`config.mk`:
```
export PLATFORM = sky130hd
export DESIGN_NAME = symbolic_mode_parser_flat
export DESIGN_NICKNAME = d
export VERILOG_FILES = /design/src/hw/rtl/smp_pkg.sv /design/src/hw/rtl/smp_in_if.sv /design/src/hw/rtl/smp_out_if.sv /design/src/hw/rtl/symbolic_mode_parser.sv /design/src/hw/rtl/smp_cfg.sv /design/src/hw/rtl/smp_parser.sv /design/src/flat_wrapper.sv
export VERILOG_INCLUDE_DIRS = /design/src /design/src/hw/rtl
export SDC_FILE = /design/constraint.sdc
export NUM_CORES = 1
export LEC_CHECK = 0
export BUFFER_PORTS_ARGS = -buffer_cell sky130_fd_sc_hd__clkbuf_2
export CAP_MARGIN = 15
export CORE_MARGIN = 3
export CORE_UTILIZATION = 55
export CTS_BUF_LIST = sky130_fd_sc_hd__clkbuf_4 sky130_fd_sc_hd__clkbuf_8
export DETAILED_ROUTE_END_ITERATION = 10
export GPL_TIMING_DRIVEN = 0
export PLACE_DENSITY = 0.79
export SLEW_MARGIN = 25
export SYNTH_ARGS = -nofsm -noshare
export SYNTH_HDL_FRONTEND = slang
export SYNTH_HIERARCHICAL = 1
export SYNTH_SLANG_ARGS = --single-unit
export TNS_END_PERCENT = 20
```
`constraint.sdc`:
```
create_clock -name clk_i -period 4.7 [get_ports clk_i]
set_clock_uncertainty 0.05 [all_clocks]
set_input_delay 0.47 -clock clk_i [delete_from_list [all_inputs] [get_ports clk_i]]
set_output_delay 0.47 -clock clk_i [all_outputs]
set_load 0.005 [all_outputs]
```
`src/hw/rtl/symbolic_mode_parser_defines.svh`:
```
// Assertion macros shared by the mode parser RTL.
// Self-contained; included by the files that carry assertions.
`ifndef SYMBOLIC_MODE_PARSER_DEFINES_SVH
`define SYMBOLIC_MODE_PARSER_DEFINES_SVH

// Same-cycle implication, checked outside reset.
`define SMP_ASSERT_NOW(lbl, clk, rst_n, ante, cons, msg) \
  lbl: assert property (@(posedge clk) disable iff (!rst_n) (ante) |-> (cons)) else $error(msg);

// Next-cycle implication, checked outside reset.
`define SMP_ASSERT_NEXT(lbl, clk, rst_n, ante, cons, msg) \
  lbl: assert property (@(posedge clk) disable iff (!rst_n) (ante) |=> (cons)) else $error(msg);

`endif

```
`src/hw/rtl/smp_pkg.sv`:
```
// Shared constants for the symbolic mode parser: widths, character codes,
// permission masks and the register map. No dependencies.
package smp_pkg;

  localparam int unsigned CHAR_W  = 8;
  localparam int unsigned MODE_W  = 12;
  localparam int unsigned PADDR_W = 3;
  localparam int unsigned PDATA_W = 32;

  // Register map: paddr[2] selects the register word
  localparam logic REG_UMASK = 1'b0;

  localparam logic [CHAR_W-1:0] CH_NUL   = 8'h00;
  localparam logic [CHAR_W-1:0] CH_PLUS  = 8'h2B;
  localparam logic [CHAR_W-1:0] CH_COMMA = 8'h2C;
  localparam logic [CHAR_W-1:0] CH_MINUS = 8'h2D;
  localparam logic [CHAR_W-1:0] CH_EQ    = 8'h3D;
  localparam logic [CHAR_W-1:0] CH_XU    = 8'h58;
  localparam logic [CHAR_W-1:0] CH_A     = 8'h61;
  localparam logic [CHAR_W-1:0] CH_G     = 8'h67;
  localparam logic [CHAR_W-1:0] CH_O     = 8'h6F;
  localparam logic [CHAR_W-1:0] CH_R     = 8'h72;
  localparam logic [CHAR_W-1:0] CH_S     = 8'h73;
  localparam logic [CHAR_W-1:0] CH_T     = 8'h74;
  localparam logic [CHAR_W-1:0] CH_U     = 8'h75;
  localparam logic [CHAR_W-1:0] CH_W     = 8'h77;
  localparam logic [CHAR_W-1:0] CH_X     = 8'h78;

  // '0'..'7' share these upper bits
  localparam logic [CHAR_W-4:0] OCT_DIGIT_HI = 5'b00110;

  localparam logic [MODE_W-1:0] MODE_MAX   = 12'o7777;
  localparam logic [MODE_W-1:0] WHO_KEEP   = 12'o1000;
  localparam logic [MODE_W-1:0] WHO_U      = 12'o4700;
  localparam logic [MODE_W-1:0] WHO_G      = 12'o2070;
  localparam logic [MODE_W-1:0] WHO_O      = 12'o0007;
  localparam logic [MODE_W-1:0] WHO_A      = 12'o6777;
  localparam logic [MODE_W-1:0] PERM_ID    = 12'o6000;
  localparam logic [MODE_W-1:0] PERM_R     = 12'o0444;
  localparam logic [MODE_W-1:0] PERM_W     = 12'o0222;
  localparam logic [MODE_W-1:0] PERM_X     = 12'o0111;
  localparam logic [MODE_W-1:0] PERM_RWX   = 12'o0777;

endpackage

```
`src/hw/rtl/smp_in_if.sv`:
```
// Input channel of the mode parser: one string character per transfer.
// Depends on smp_pkg.
interface smp_in_if;
  logic                             valid;
  logic                             ready;
  logic [smp_pkg::CHAR_W-1:0]       character;
  logic [smp_pkg::MODE_W-1:0]       start_mode;
  logic                             is_dir;

  modport source (output valid, output character, output start_mode, output is_dir,
                  input ready);
  modport sink   (input valid, input character, input start_mode, input is_dir,
                  output ready);
endinterface

```
`src/hw/rtl/smp_out_if.sv`:
```
// Result channel of the mode parser: one mode per terminated string.
// Depends on smp_pkg.
interface smp_out_if;
  logic                             valid;
  logic                             ready;
  logic [smp_pkg::MODE_W-1:0]       new_mode;
  logic                             invalid;

  modport source (output valid, output new_mode, output invalid, input ready);
  modport sink   (input valid, input new_mode, input invalid, output ready);
endinterface

```
`src/hw/rtl/symbolic_mode_parser.sv`:
```
// Top level of the permission-mode string parser.
// Depends on smp_pkg, smp_in_if, smp_out_if, smp_cfg and smp_parser.
//
// Feed a mode string one character per transfer, ended by a NUL; start_mode and
// is_dir are sampled with the first character. The string is either all octal
// digits (above 07777 it saturates to 07777 and is flagged invalid) or a list of
// comma-separated symbolic clauses. Each NUL yields one result (new_mode,
// invalid) and the parser returns to string start. One character is accepted per
// cycle while the input is not stalled, and a result appears on the output in the
// cycle after its NUL is taken, held in an output register. While
// that register holds a result the sink has not taken, a character is accepted
// only in a cycle in which the sink takes the result, so a stalled sink stalls
// the input. Write the umask register (APB address 0) only while no string is in
// progress.
module symbolic_mode_parser (
  input  logic                          clk_i,
  input  logic                          rst_ni,
  smp_in_if.sink                        in_i,
  smp_out_if.source                     out_o,
  input  logic                          psel,
  input  logic                          penable,
  input  logic                          pwrite,
  input  logic [smp_pkg::PADDR_W-1:0]   paddr,
  input  logic [smp_pkg::PDATA_W-1:0]   pwdata,
  output logic [smp_pkg::PDATA_W-1:0]   prdata,
  output logic                          pready
);

  logic [smp_pkg::MODE_W-1:0] umask;

  smp_cfg u_cfg (
    .clk_i   (clk_i),
    .rst_ni  (rst_ni),
    .psel    (psel),
    .penable (penable),
    .pwrite  (pwrite),
    .paddr   (paddr),
    .pwdata  (pwdata),
    .prdata  (prdata),
    .pready  (pready),
    .umask_o (umask)
  );

  smp_parser u_parser (
    .clk_i   (clk_i),
    .rst_ni  (rst_ni),
    .umask_i (umask),
    .in_if   (in_i),
    .out_if  (out_o)
  );

endmodule

```
`src/hw/rtl/smp_cfg.sv`:
```
// APB register file of the mode parser (umask register).
// Depends on smp_pkg.
module smp_cfg (
  input  logic                          clk_i,
  input  logic                          rst_ni,
  input  logic                          psel,
  input  logic                          penable,
  input  logic                          pwrite,
  input  logic [smp_pkg::PADDR_W-1:0]   paddr,
  input  logic [smp_pkg::PDATA_W-1:0]   pwdata,
  output logic [smp_pkg::PDATA_W-1:0]   prdata,
  output logic                          pready,
  output logic [smp_pkg::MODE_W-1:0]    umask_o
);

  logic [smp_pkg::MODE_W-1:0] umask_q;
  logic                       umask_sel;
  logic                       wr_en;

  assign pready    = 1'b1;
  assign umask_sel = (paddr[2] == smp_pkg::REG_UMASK);
  assign wr_en     = psel && penable && pwrite && pready;

  always_ff @(posedge clk_i or negedge rst_ni) begin
    if (!rst_ni) begin
      umask_q <= '0;
    end else if (wr_en && umask_sel) begin
      umask_q <= pwdata[smp_pkg::MODE_W-1:0];
    end
  end

  assign prdata  = umask_sel ? {{(smp_pkg::PDATA_W-smp_pkg::MODE_W){1'b0}}, umask_q} : '0;
  assign umask_o = umask_q;

endmodule

```
`src/hw/rtl/smp_parser.sv`:
```
// Character-at-a-time parser: parse state registers, next-state logic and
// the result register. Depends on smp_pkg, smp_in_if, smp_out_if and the defines header.
`include "symbolic_mode_parser_defines.svh"

module smp_parser (
  input  logic                        clk_i,
  input  logic                        rst_ni,
  input  logic [smp_pkg::MODE_W-1:0]  umask_i,
  smp_in_if.sink                      in_if,
  smp_out_if.source                   out_if
);

  typedef enum logic [2:0] {
    PH_START   = 3'd0,
    PH_OCTAL   = 3'd1,
    PH_WHO     = 3'd2,
    PH_OPSTART = 3'd3,
    PH_PERMS   = 3'd4,
    PH_AFTER   = 3'd5,
    PH_ERROR   = 3'd6
  } phase_e;

  typedef enum logic [1:0] {
    OP_ADD = 2'd0,
    OP_SUB = 2'd1,
    OP_SET = 2'd2
  } op_e;

  function automatic logic [smp_pkg::MODE_W-1:0] apply_op(
    input logic [smp_pkg::MODE_W-1:0] mode,
    input logic [smp_pkg::MODE_W-1:0] who,
    input logic [smp_pkg::MODE_W-1:0] opnd,
    input op_e                        op
  );
    logic [smp_pkg::MODE_W-1:0] sel;
    sel = opnd & who;
    case (op)
      OP_ADD:  apply_op = mode | sel;
      OP_SUB:  apply_op = mode & ~sel;
      default: apply_op = (mode & ~who) | sel;
    endcase
  endfunction

  phase_e                       phase_q, phase_d;
  logic [smp_pkg::MODE_W-1:0]   mode_q, mode_d;
  logic [smp_pkg::MODE_W-1:0]   who_q, who_d;
  op_e                          op_q, op_d;
  logic [smp_pkg::MODE_W-1:0]   opnd_q, opnd_d;
  logic [smp_pkg::MODE_W-1:0]   oct_q, oct_d;
  logic                         err_q, err_d;
  logic                         dir_q, dir_d;

  logic                         out_valid_q;
  logic [smp_pkg::MODE_W-1:0]   out_mode_q;
  logic                         out_inv_q;

  logic                         emit;
  logic [smp_pkg::MODE_W-1:0]   emit_mode;
  logic                         emit_inv;
  logic                         done;
  logic                         handled;
  logic                         is_op;
  op_e                          char_op;
  logic [smp_pkg::MODE_W+2:0]   oct_next;
  logic [2:0]                   copy_t;
  logic [smp_pkg::CHAR_W-1:0]   c;
  logic                         c_octal;
  logic                         accept;

  assign c       = in_if.character;
  assign c_octal = (c[smp_pkg::CHAR_W-1:3] == smp_pkg::OCT_DIGIT_HI);

  always_comb begin
    is_op   = 1'b1;
    char_op = OP_ADD;
    case (c)
      smp_pkg::CH_PLUS:  char_op = OP_ADD;
      smp_pkg::CH_MINUS: char_op = OP_SUB;
      smp_pkg::CH_EQ:    char_op = OP_SET;
      default:           is_op   = 1'b0;
    endcase
  end

  always_comb begin
    phase_d   = phase_q;
    mode_d    = mode_q;
    who_d     = who_q;
    op_d      = op_q;
    opnd_d    = opnd_q;
    oct_d     = oct_q;
    err_d     = err_q;
    dir_d     = dir_q;
    emit      = 1'b0;
    emit_mode = '0;
    emit_inv  = 1'b0;
    done      = 1'b0;
    handled   = 1'b0;
    oct_next  = {oct_q, c[2:0]};
    copy_t    = mode_q[2:0];

    // First character of a string: load the start state, then fall through
    if (phase_q == PH_START) begin
      mode_d = in_if.start_mode;
      dir_d  = in_if.is_dir;
      err_d  = 1'b0;
      oct_d  = '0;
      who_d  = smp_pkg::WHO_KEEP;
      op_d   = OP_ADD;
      opnd_d = '0;
      if (c == smp_pkg::CH_NUL) begin
        emit     = 1'b1;
        emit_inv = 1'b1;
        done     = 1'b1;
      end else if (c_octal) begin
        oct_d   = {{(smp_pkg::MODE_W-3){1'b0}}, c[2:0]};
        phase_d = PH_OCTAL;
        done    = 1'b1;
      end else begin
        phase_d = PH_WHO;
      end
    end

    if (!done) begin
      case (phase_d)
        PH_OCTAL: begin
          if (c == smp_pkg::CH_NUL) begin
            emit      = 1'b1;
            emit_mode = err_q ? smp_pkg::MODE_MAX : oct_q;
            emit_inv  = err_q;
          end else if (c_octal) begin
            if (err_q || (oct_next[smp_pkg::MODE_W+2:smp_pkg::MODE_W] != 3'b000)) begin
              err_d = 1'b1;
              oct_d = smp_pkg::MODE_MAX;
            end else begin
              oct_d = oct_next[smp_pkg::MODE_W-1:0];
            end
          end else begin
            err_d   = 1'b1;
            phase_d = PH_ERROR;
          end
        end

        PH_WHO: begin
          if (c == smp_pkg::CH_U) begin
            who_d = who_d | smp_pkg::WHO_U;
          end else if (c == smp_pkg::CH_G) begin
            who_d = who_d | smp_pkg::WHO_G;
          end else if (c == smp_pkg::CH_O) begin
            who_d = who_d | smp_pkg::WHO_O;
          end else if (c == smp_pkg::CH_A) begin
            who_d = who_d | smp_pkg::WHO_A;
          end else if (is_op) begin
            // no who letters: all classes less the umask
            if ((who_d & smp_pkg::PERM_RWX) == '0) begin
              who_d = who_d | (smp_pkg::WHO_A & ~umask_i);
            end
            op_d    = char_op;
            opnd_d  = '0;
            phase_d = PH_OPSTART;
          end else if (c == smp_pkg::CH_NUL) begin
            emit     = 1'b1;
            emit_inv = 1'b1;
          end else begin
            err_d   = 1'b1;
            phase_d = PH_ERROR;
          end
        end

        PH_OPSTART, PH_PERMS, PH_AFTER: begin
          if (phase_d == PH_OPSTART &&
              (c == smp_pkg::CH_U || c == smp_pkg::CH_G || c == smp_pkg::CH_O)) begin
            // copy from one class: one letter only, drops the keep bit for the clause
            case (c)
              smp_pkg::CH_U: copy_t = mode_q[8:6];
              smp_pkg::CH_G: copy_t = mode_q[5:3];
              default:       copy_t = mode_q[2:0];
            endcase
            opnd_d = {3'b000, copy_t, copy_t, copy_t};
            if ((c == smp_pkg::CH_U && mode_q[11]) || (c == smp_pkg::CH_G && mode_q[10])) begin
              opnd_d = opnd_d | smp_pkg::PERM_ID;
            end
            who_d   = who_q & ~smp_pkg::WHO_KEEP;
            mode_d  = apply_op(mode_q, who_d, opnd_d, op_q);
            phase_d = PH_AFTER;
            handled = 1'b1;
          end
          if (!handled && phase_d != PH_AFTER) begin
            handled = 1'b1;
            case (c)
              smp_pkg::CH_R: opnd_d = opnd_q | smp_pkg::PERM_R;
              smp_pkg::CH_W: opnd_d = opnd_q | smp_pkg::PERM_W;
              smp_pkg::CH_X: opnd_d = opnd_q | smp_pkg::PERM_X;
              smp_pkg::CH_XU: begin
                if (dir_q || ((mode_q & smp_pkg::PERM_X) != '0)) begin
                  opnd_d = opnd_q | smp_pkg::PERM_X;
                end
              end
              smp_pkg::CH_S: opnd_d = opnd_q | smp_pkg::PERM_ID;
              smp_pkg::CH_T: opnd_d = opnd_q;
              default:       handled = 1'b0;
            endcase
            if (handled) begin
              phase_d = PH_PERMS;
            end else begin
              mode_d = apply_op(mode_q, who_q, opnd_q, op_q);
            end
          end
          if (!handled) begin
            if (is_op) begin
              op_d    = char_op;
              opnd_d  = '0;
              phase_d = PH_OPSTART;
            end else if (c == smp_pkg::CH_COMMA) begin
              who_d   = smp_pkg::WHO_KEEP;
              phase_d = PH_WHO;
            end else if (c == smp_pkg::CH_NUL) begin
              emit      = 1'b1;
              emit_mode = mode_d;
            end else begin
              err_d   = 1'b1;
              phase_d = PH_ERROR;
            end
          end
        end

        default: begin
          // malformed string; also the unused phase code
          err_d   = 1'b1;
          phase_d = PH_ERROR;
          if (c == smp_pkg::CH_NUL) begin
            emit     = 1'b1;
            emit_inv = 1'b1;
          end
        end
      endcase
    end

    if (emit) begin
      phase_d = PH_START;
    end
  end

  assign in_if.ready = !out_valid_q || out_if.ready;
  assign accept      = in_if.valid && in_if.ready;

  always_ff @(posedge clk_i or negedge rst_ni) begin
    if (!rst_ni) begin
      phase_q     <= PH_START;
      mode_q      <= '0;
      who_q       <= '0;
      op_q        <= OP_ADD;
      opnd_q      <= '0;
      oct_q       <= '0;
      err_q       <= 1'b0;
      dir_q       <= 1'b0;
      out_valid_q <= 1'b0;
      out_mode_q  <= '0;
      out_inv_q   <= 1'b0;
    end else begin
      if (accept) begin
        phase_q <= phase_d;
        mode_q  <= mode_d;
        who_q   <= who_d;
        op_q    <= op_d;
        opnd_q  <= opnd_d;
        oct_q   <= oct_d;
        err_q   <= err_d;
        dir_q   <= dir_d;
      end
      if (accept && emit) begin
        out_valid_q <= 1'b1;
        out_mode_q  <= emit_mode;
        out_inv_q   <= emit_inv;
      end else if (out_if.ready) begin
        out_valid_q <= 1'b0;
      end
    end
  end

  assign out_if.valid    = out_valid_q;
  assign out_if.new_mode = out_mode_q;
  assign out_if.invalid  = out_inv_q;

  `SMP_ASSERT_NEXT(a_nul_gives_result, clk_i, rst_ni, accept && (c == smp_pkg::CH_NUL), out_valid_q, "terminator transfer produced no result")
  `SMP_ASSERT_NEXT(a_nul_restarts, clk_i, rst_ni, accept && (c == smp_pkg::CH_NUL), phase_q == PH_START, "parser not back at string start after terminator")
  `SMP_ASSERT_NOW(a_err_phase, clk_i, rst_ni, err_q && (phase_q != PH_START), (phase_q == PH_OCTAL) || (phase_q == PH_ERROR), "error flag set in a symbolic phase")
  `SMP_ASSERT_NEXT(a_no_result_mid_string, clk_i, rst_ni, accept && (c != smp_pkg::CH_NUL) && out_if.ready, !out_valid_q, "result produced without a terminator")

endmodule

```
`src/flat_wrapper.sv`:
```
// flat-port wrapper written by rule: the top's interface ports become plain ports
module symbolic_mode_parser_flat 
  (clk_i, rst_ni, psel, penable, pwrite, paddr, pwdata, prdata, pready, in_i_valid, in_i_character, in_i_start_mode, in_i_is_dir, in_i_ready, out_o_valid, out_o_new_mode, out_o_invalid, out_o_ready);
  smp_in_if in_i_i ();
  smp_out_if out_o_i ();
  input  logic clk_i;
  input  logic rst_ni;
  input  logic psel;
  input  logic penable;
  input  logic pwrite;
  input  logic [smp_pkg::PADDR_W-1:0] paddr;
  input  logic [smp_pkg::PDATA_W-1:0] pwdata;
  output logic [smp_pkg::PDATA_W-1:0] prdata;
  output logic pready;
  input wire logic [$bits(in_i_i.valid)-1:0] in_i_valid;
  input wire logic [$bits(in_i_i.character)-1:0] in_i_character;
  input wire logic [$bits(in_i_i.start_mode)-1:0] in_i_start_mode;
  input wire logic [$bits(in_i_i.is_dir)-1:0] in_i_is_dir;
  output wire logic [$bits(in_i_i.ready)-1:0] in_i_ready;
  output wire logic [$bits(out_o_i.valid)-1:0] out_o_valid;
  output wire logic [$bits(out_o_i.new_mode)-1:0] out_o_new_mode;
  output wire logic [$bits(out_o_i.invalid)-1:0] out_o_invalid;
  input wire logic [$bits(out_o_i.ready)-1:0] out_o_ready;
  assign in_i_i.valid = in_i_valid;
  assign in_i_i.character = in_i_character;
  assign in_i_i.start_mode = in_i_start_mode;
  assign in_i_i.is_dir = in_i_is_dir;
  assign in_i_ready = in_i_i.ready;
  assign out_o_valid = out_o_i.valid;
  assign out_o_new_mode = out_o_i.new_mode;
  assign out_o_invalid = out_o_i.invalid;
  assign out_o_i.ready = out_o_ready;
  symbolic_mode_parser u_core (.clk_i(clk_i), .rst_ni(rst_ni), .in_i(in_i_i), .out_o(out_o_i), .psel(psel), .penable(penable), .pwrite(pwrite), .paddr(paddr), .pwdata(pwdata), .prdata(prdata), .pready(pready));
endmodule
```
* Word level (Yosys, flattened, before mapping) *
Cells that the tools add are included.

operators by class
  equal/unequal tests = 22
  bitwise operators = 17
  multiplexer cells = 137
  reduce and logical (&&, ||, !) cells = 28

operators with widths
  operator            count
  $mux 12             48
  $pmux 12 s2         5
  $eq 8x7->1 const B  10
  $and 12x12->12      6
  $pmux 12 s6         1
  $mux 3              23
  $not 12->12         5
  $or 12x12->12       5
  $mux 1              44
  $eq 8x6->1 const B  4
  $mux 2              9
  $logic_not 12->1    1
  $reduce_bool 12->1  1
  $logic_and 1x1->1   9
  $pmux 3 s3          1
  $logic_not 8->1     1
  $pmux 2 s2          2
  $eq 3x2->1 const B  2
  $eq 3x3->1 const B  2
  $logic_or 1x1->1    6
  $pmux 1 s3          2
  $pmux 3 s2          1
  $reduce_or 3->1     2
  $reduce_or 6->1     1
  other kinds (12)    13

word-level totals
  register bits after elaboration = 81
  logic and storage cells = 216
  bits of input ports = 63

* Depth between registers and ports, before layout *
  word-level depth = 23
  mapped depth = 9
  gate-level depth less buffers = 6

* By module *
Netlist, hierarchy kept.

modules (own cells, without submodules)
  module      area an instance (um2)  sequential area each (um2)  cells each  times used
  smp_parser  5317.6                  1726.7                      674         1
  smp_cfg     754.5                   300.3                       62          1

* Worst setup path before layout *
No wires, ideal clock.

  path kind = input-to-reg
  from = input port in_i_character[1]
  to = register u_core/u_parser/opnd_q[10] (netlist name)
  cell stages on the path = 7
  arrival = 2.040 ns
  data required time = 4.567 ns
  library setup time = 0.083 ns
  setup slack = 2.527 ns
  cells stage by stage = buf_6 nor4b_4 nand2_1 mux2_4 or4_1 a211o_1 o21ai_0

on the way
  longest elaborated chain between the ends = 16
  elaborated cells between the ends (all ways) = 65

ends and longest elaborated chain
  item                                           RTL line                              RTL
  start: declaration                             flat_wrapper.sv:16                    input wire logic [$bits(in_i_i.character)-1:0] in_i_character;
  $logic_not 8->1                                smp_parser.sv:110                     if (c == smp_pkg::CH_NUL) begin
  $mux 3                                         smp_parser.sv:110
  $mux 3                                         smp_parser.sv:102                     if (phase_q == PH_START) begin
  $eq 3x2->1                                     smp_parser.sv:124, smp_parser.sv:170
  $logic_and 1x1->1                              smp_parser.sv:170                     if (phase_d == PH_OPSTART &&
  $mux 3 or $mux 1 (tied branches)               smp_parser.sv:170
  $mux 3 or $mux 1 (tied branches)               smp_parser.sv:124                     case (phase_d)
  $mux 3 or $mux 1 (tied branches)               smp_parser.sv:123                     if (!done) begin
  $ne 3x3->1 or $logic_not 1->1 (tied branches)  smp_parser.sv:187                     if (!handled && phase_d != PH_AFTER) begin
  $logic_and 1x1->1                              smp_parser.sv:187
  $mux 1                                         smp_parser.sv:187
  $mux 1                                         smp_parser.sv:124
  $mux 1                                         smp_parser.sv:123
  $mux 12                                        smp_parser.sv:208                     if (!handled) begin
  $pmux 12 s2                                    smp_parser.sv:124
  $mux 12 (*)                                    smp_parser.sv:123
  end signal: assignment                         smp_parser.sv:265                     opnd_q <= opnd_d;
  end: declaration                               smp_parser.sv:48                      logic [smp_pkg::MODE_W-1:0] opnd_q, opnd_d;

Mark *: on every way between the ends. The rest lies on a longest branch, timed or not. The select of a mux whose other input is x is not followed.
A chain may end at the register's enable or synchronous reset.

* Worst setup path in the final report *
  from = register u_core.u_parser.phase_q[1]
  to = register u_core/u_parser/opnd_q[11] (netlist name)

on the way
  longest elaborated chain between the ends = 15
  elaborated cells between the ends (all ways) = 36

ends and longest elaborated chain
  item                                           RTL line                              RTL
  start: declaration                             smp_parser.sv:44                      phase_e phase_q, phase_d;
  start signal: assignment                       smp_parser.sv:261                     phase_q <= phase_d;
  $logic_not 3->1 or $mux 3 (tied branches)      smp_parser.sv:102, smp_parser.sv:110
  $mux 3                                         smp_parser.sv:102
  $eq 3x2->1                                     smp_parser.sv:124, smp_parser.sv:170
  $logic_and 1x1->1                              smp_parser.sv:170
  $mux 3 or $mux 1 (tied branches)               smp_parser.sv:170
  $mux 3 or $mux 1 (tied branches)               smp_parser.sv:124
  $mux 3 or $mux 1 (tied branches)               smp_parser.sv:123
  $ne 3x3->1 or $logic_not 1->1 (tied branches)  smp_parser.sv:187
  $logic_and 1x1->1                              smp_parser.sv:187
  $mux 1                                         smp_parser.sv:187
  $mux 1                                         smp_parser.sv:124
  $mux 1                                         smp_parser.sv:123
  $mux 12                                        smp_parser.sv:208
  $pmux 12 s2                                    smp_parser.sv:124
  $mux 12 (*)                                    smp_parser.sv:123

Marks and branches as above.

==> summary.md <==
| Metric | Value |
|---|---|
| Status | `finished, final reports clean` |
| Post-synth top area cell | `dfrtp_1` |
| Antenna Nets Post-Route | `0` |
| Seq/Total Area, Yosys | `0.3338` |
| Inserted Diodes | `0` |
| Hold WS | `about 0.084 ns` |
| # DRC | `0` |
| Dpl hpwl | `15.82 mm` |
| Crit-path cells | `buf_2, nand3b_1, a221oi_2, nand2_1, nor3_1, nor2_1, o21ai_0` |
| Number of flops mapped to enable cells by yosys | `0` |
| LEAKAGE | `3.001 nW` |
| Die H | `111.1 µm` |
| P per Cell Area | `329.0 mW/mm²` |
| Reg clk slew, reported paths | `0.09 ns` |
| Layout cells sized above 1 | `0.1885` |
| Uppermost layer routed | `met4` |
| Core area | `0.01051 mm²` |
| Top cells by count, synth | `o21ai_0, dfrtp_1, nand2_1` |
| Via-to-Cell Ratio | `6.581` |
| FF+latch count, synth | `81` |
| Worst-Margin Slew | `~1.1 ns` |
| Hold_buf cts | `0` |
| Worst-path fanout max | `10` |
| Nets | `896` |
| Antenna violations before repair | `0` |
| Critical Path RT | `4.94 ns` |
| Total clock sinks | `81` |
| Routed wl met2 | `9.041 mm` |
| CTS buffer count | `9` |
| CP Capture Type | `register` |
| Depth of the CTS H-tree | `3` |
| CTS tree | `done` |
| Fin Setup TNS | `0 ns` |
| Top-count cell post-synth | `o21ai_0` |
| Post_cts resized | `0` |
| Tcrit/Tclk final | `0.6294` |
| Vias in the first global route | `6011` |
| F_max | `~0.34 GHz` |
| Die Wd | `111.1 µm` |
| WL final | `20.92 mm` |
| Reg2reg path depth | `7` |
| Met1 wire length | `8.983 mm` |
| Worst skew pair latency | `0.38 ns` |
| RSZ-0062 raised after global routing | `no` |
| Worst ir drop on vdd | `0.2662 mV` |
| Pin count of the biggest net entering global routing | `82` |
| Min Tclk post-route | `2.958 ns` |
| Data arrival time of the worst path | `3.19 ns` |
| Pre-antenna DRT Iters | `6` |
| Final Hold Vio Count | `0` |
| # setup viols final | `0` |
| Kind of critical path | `register to register` |
| Netlist cell types | `77` |
| Layout Area Growth over Synthesis | `12.92%` |
| Max-cap violations | `0` |
| Synth Warn # | `6` |
| Crit path launch type | `register` |
| # rows | `37` |
| CP max stage delay | `0.78 ns` |
| Post-synth top flop | `dfrtp_1` |
| Relative slew slack | `0.2966` |
| Clk buf depth | `2` |
| Pins over their slew limit | `0` |
| First-pass GRT wire length | `32.91 mm` |
| Ports | `111` |
| Post-CTS Setup Bufs | `0` |
| Top cell type's share of synthesized area | `0.3338` |
| Gpl congestion | `between 1 and 1.5` |
| Hold Crit Class | `primary input to async pin` |
| CTS root buffer | `clkbuf_8` |
| WL per Instance | `21.48 µm` |
| Post-Syn Instances | `~740` |
| WL met3 | `2.041 mm` |
| Asr flop ratio synth | `1.000` |
| Port bufs | `67` |
| Syn Area/Cell | `8.250 µm²` |
| Area contributors post-synth | `dfrtp_1, o21ai_0, nand2_1` |
| Initial Util | `0.5778` |
| Total congestion overflow | `0` |
| Via Count | `around 6400` |
| Iter 0 DRT Violations | `~850` |
| Die ar. | `around 0.012 mm²` |
| Syn Std Cell Area | `0.006072 mm²` |
| CP max-delay cell | `a221oi_2` |
| GRT Overall Usage | `0.3347` |
==> critical path: cells and delay by family, from the launching register on <==
kind	cells	cell delay (ns)
compound gates	2	1.00
buf+inv	1	0.23
simple gates	4	1.16
flops	1	0.41
==> state kept, by name (all words and copies together) (netlist names) <==
| name | count |
|---|---|
| u_core/u_parser/out_if.valid | 1 |
| u_core/u_parser/phase_q | 3 |
| u_core/u_parser/err_q | 1 |
| u_core/u_parser/mode_q | 12 |
| u_core/u_parser/who_q | 12 |
| u_core/u_cfg/umask_o | 12 |
| u_core/u_parser/dir_q | 1 |
| u_core/u_parser/oct_q | 12 |
| u_core/u_parser/out_if.new_mode | 12 |
| u_core/u_parser/op_q | 2 |
| u_core/u_parser/opnd_q | 12 |
| u_core/u_parser/out_if.invalid | 1 |
==> metal layers <==
metal,vias up,GRT usage
li1,2902,-
met1,3022,0.4785
met2,426,0.5020
met3,60,0.05622
met4,0,0.1419
met5,-,0
==> final cells by class <==
cell class / count / area, µm²
flip-flops and latches: 81 / 2027
fillers: 946 / 3652
multi-input cells: 587 / 3665
inverters: 21 / 78.83
clock inverters: 7 / 70.07
repair buffers: 67 / 344.1
clock buffers: 9 / 123.9
plain buffers: 66 / 377.9
well taps: 136 / 170.2
==> where the power goes <==
| part | switching (W) | leakage (nW) | total, W | internal (W) |
|---|---|---|---|---|
| sequential | 0.000147 | 1.05 | 0.000941 | 0.000795 |
| clock | 0.000284 | 0.0994 | 0.000529 | 0.000245 |
| combinational | 0.000464 | 1.85 | 0.000786 | 0.000322 |
==> final timing paths <==
| check | from | to | slack, ns |
|---|---|---|---|
| worst min-delay path | rst_ni | u_core/u_parser/opnd_q[6] | 0.08 |
| worst min register to register | u_core/u_parser/out_if.new_mode[11] | u_core/u_parser/out_if.new_mode[11] | 0.44 |
| worst max-delay path | u_core/u_parser/phase_q[1] | u_core/u_parser/opnd_q[11] | 1.74 |
| max in group asynchronous | rst_ni | u_core/u_parser/out_if.new_mode[10] | 4.08 |
| min in group clk_i | pwdata[0] | u_core/u_cfg/umask_o[0] | 0.27 |
| worst max register to register | u_core/u_parser/phase_q[1] | u_core/u_parser/opnd_q[11] | 1.74 |
==> per-stage QoR <==
| stage | setup WS, ns | instances | power (W) | cell area, µm² | utilization |
|---|---|---|---|---|---|
| after detailed placement | 1.639 | 958 | 0.001710 | 6658 | 0.6335 |
| after global routing | 1.626 | 974 | 0.002369 | 6857 | 0.6525 |
| final | 1.742 | 974 | 0.002256 | 6857 | 0.6525 |
| after CTS | 1.892 | 974 | 0.002231 | 6852 | 0.6520 |
| after floorplan | 2.527 | 755 | 0.001430 | 6143 | - |
| after global placement | 1.702 | 958 | 0.001690 | 6649 | 0.6327 |
==> layout by cell type, fill, tap and decap left out, types with 7 or more instances in the layout <==
| cell type | n |
|---|---|
| o21ai_0 | 88 |
| dfrtp_1 | 81 |
| nand2_1 | 78 |
| clkbuf_2 | 66 |
| nor2_1 | 57 |
| a21oi_1 | 37 |
| buf_4 | 23 |
| clkbuf_1 | 22 |
| nor2b_1 | 21 |
| conb_1 | 21 |
| inv_1 | 20 |
| nand3_1 | 19 |
| buf_2 | 17 |
| nor3_1 | 16 |
| nand2b_1 | 15 |
| a211oi_1 | 12 |
| mux2_4 | 11 |
| a31oi_1 | 11 |
| clkbuf_8 | 10 |
| nand3b_1 | 10 |
| o22ai_1 | 10 |
| o2bb2ai_1 | 10 |
| and2_1 | 8 |
| o221ai_1 | 8 |
| mux2i_1 | 8 |
| mux2_2 | 7 |
| a22o_1 | 7 |
| a32oi_1 | 7 |
| o211ai_1 | 7 |
==> kinds of logic after synthesis <==
family                    count (synthesis)  synth area share
buffers and inverters                    87           0.07521
other                                     2          0.001237
and+or+nand+nor                         274            0.2392
xor gates and xnor gates                  4          0.005771
DFF                                      81            0.3338
AOI/OAI and AO/OA                       262            0.2914
muxes                                    26           0.05337
Note: power is estimated with default switching activity, not from simulation.
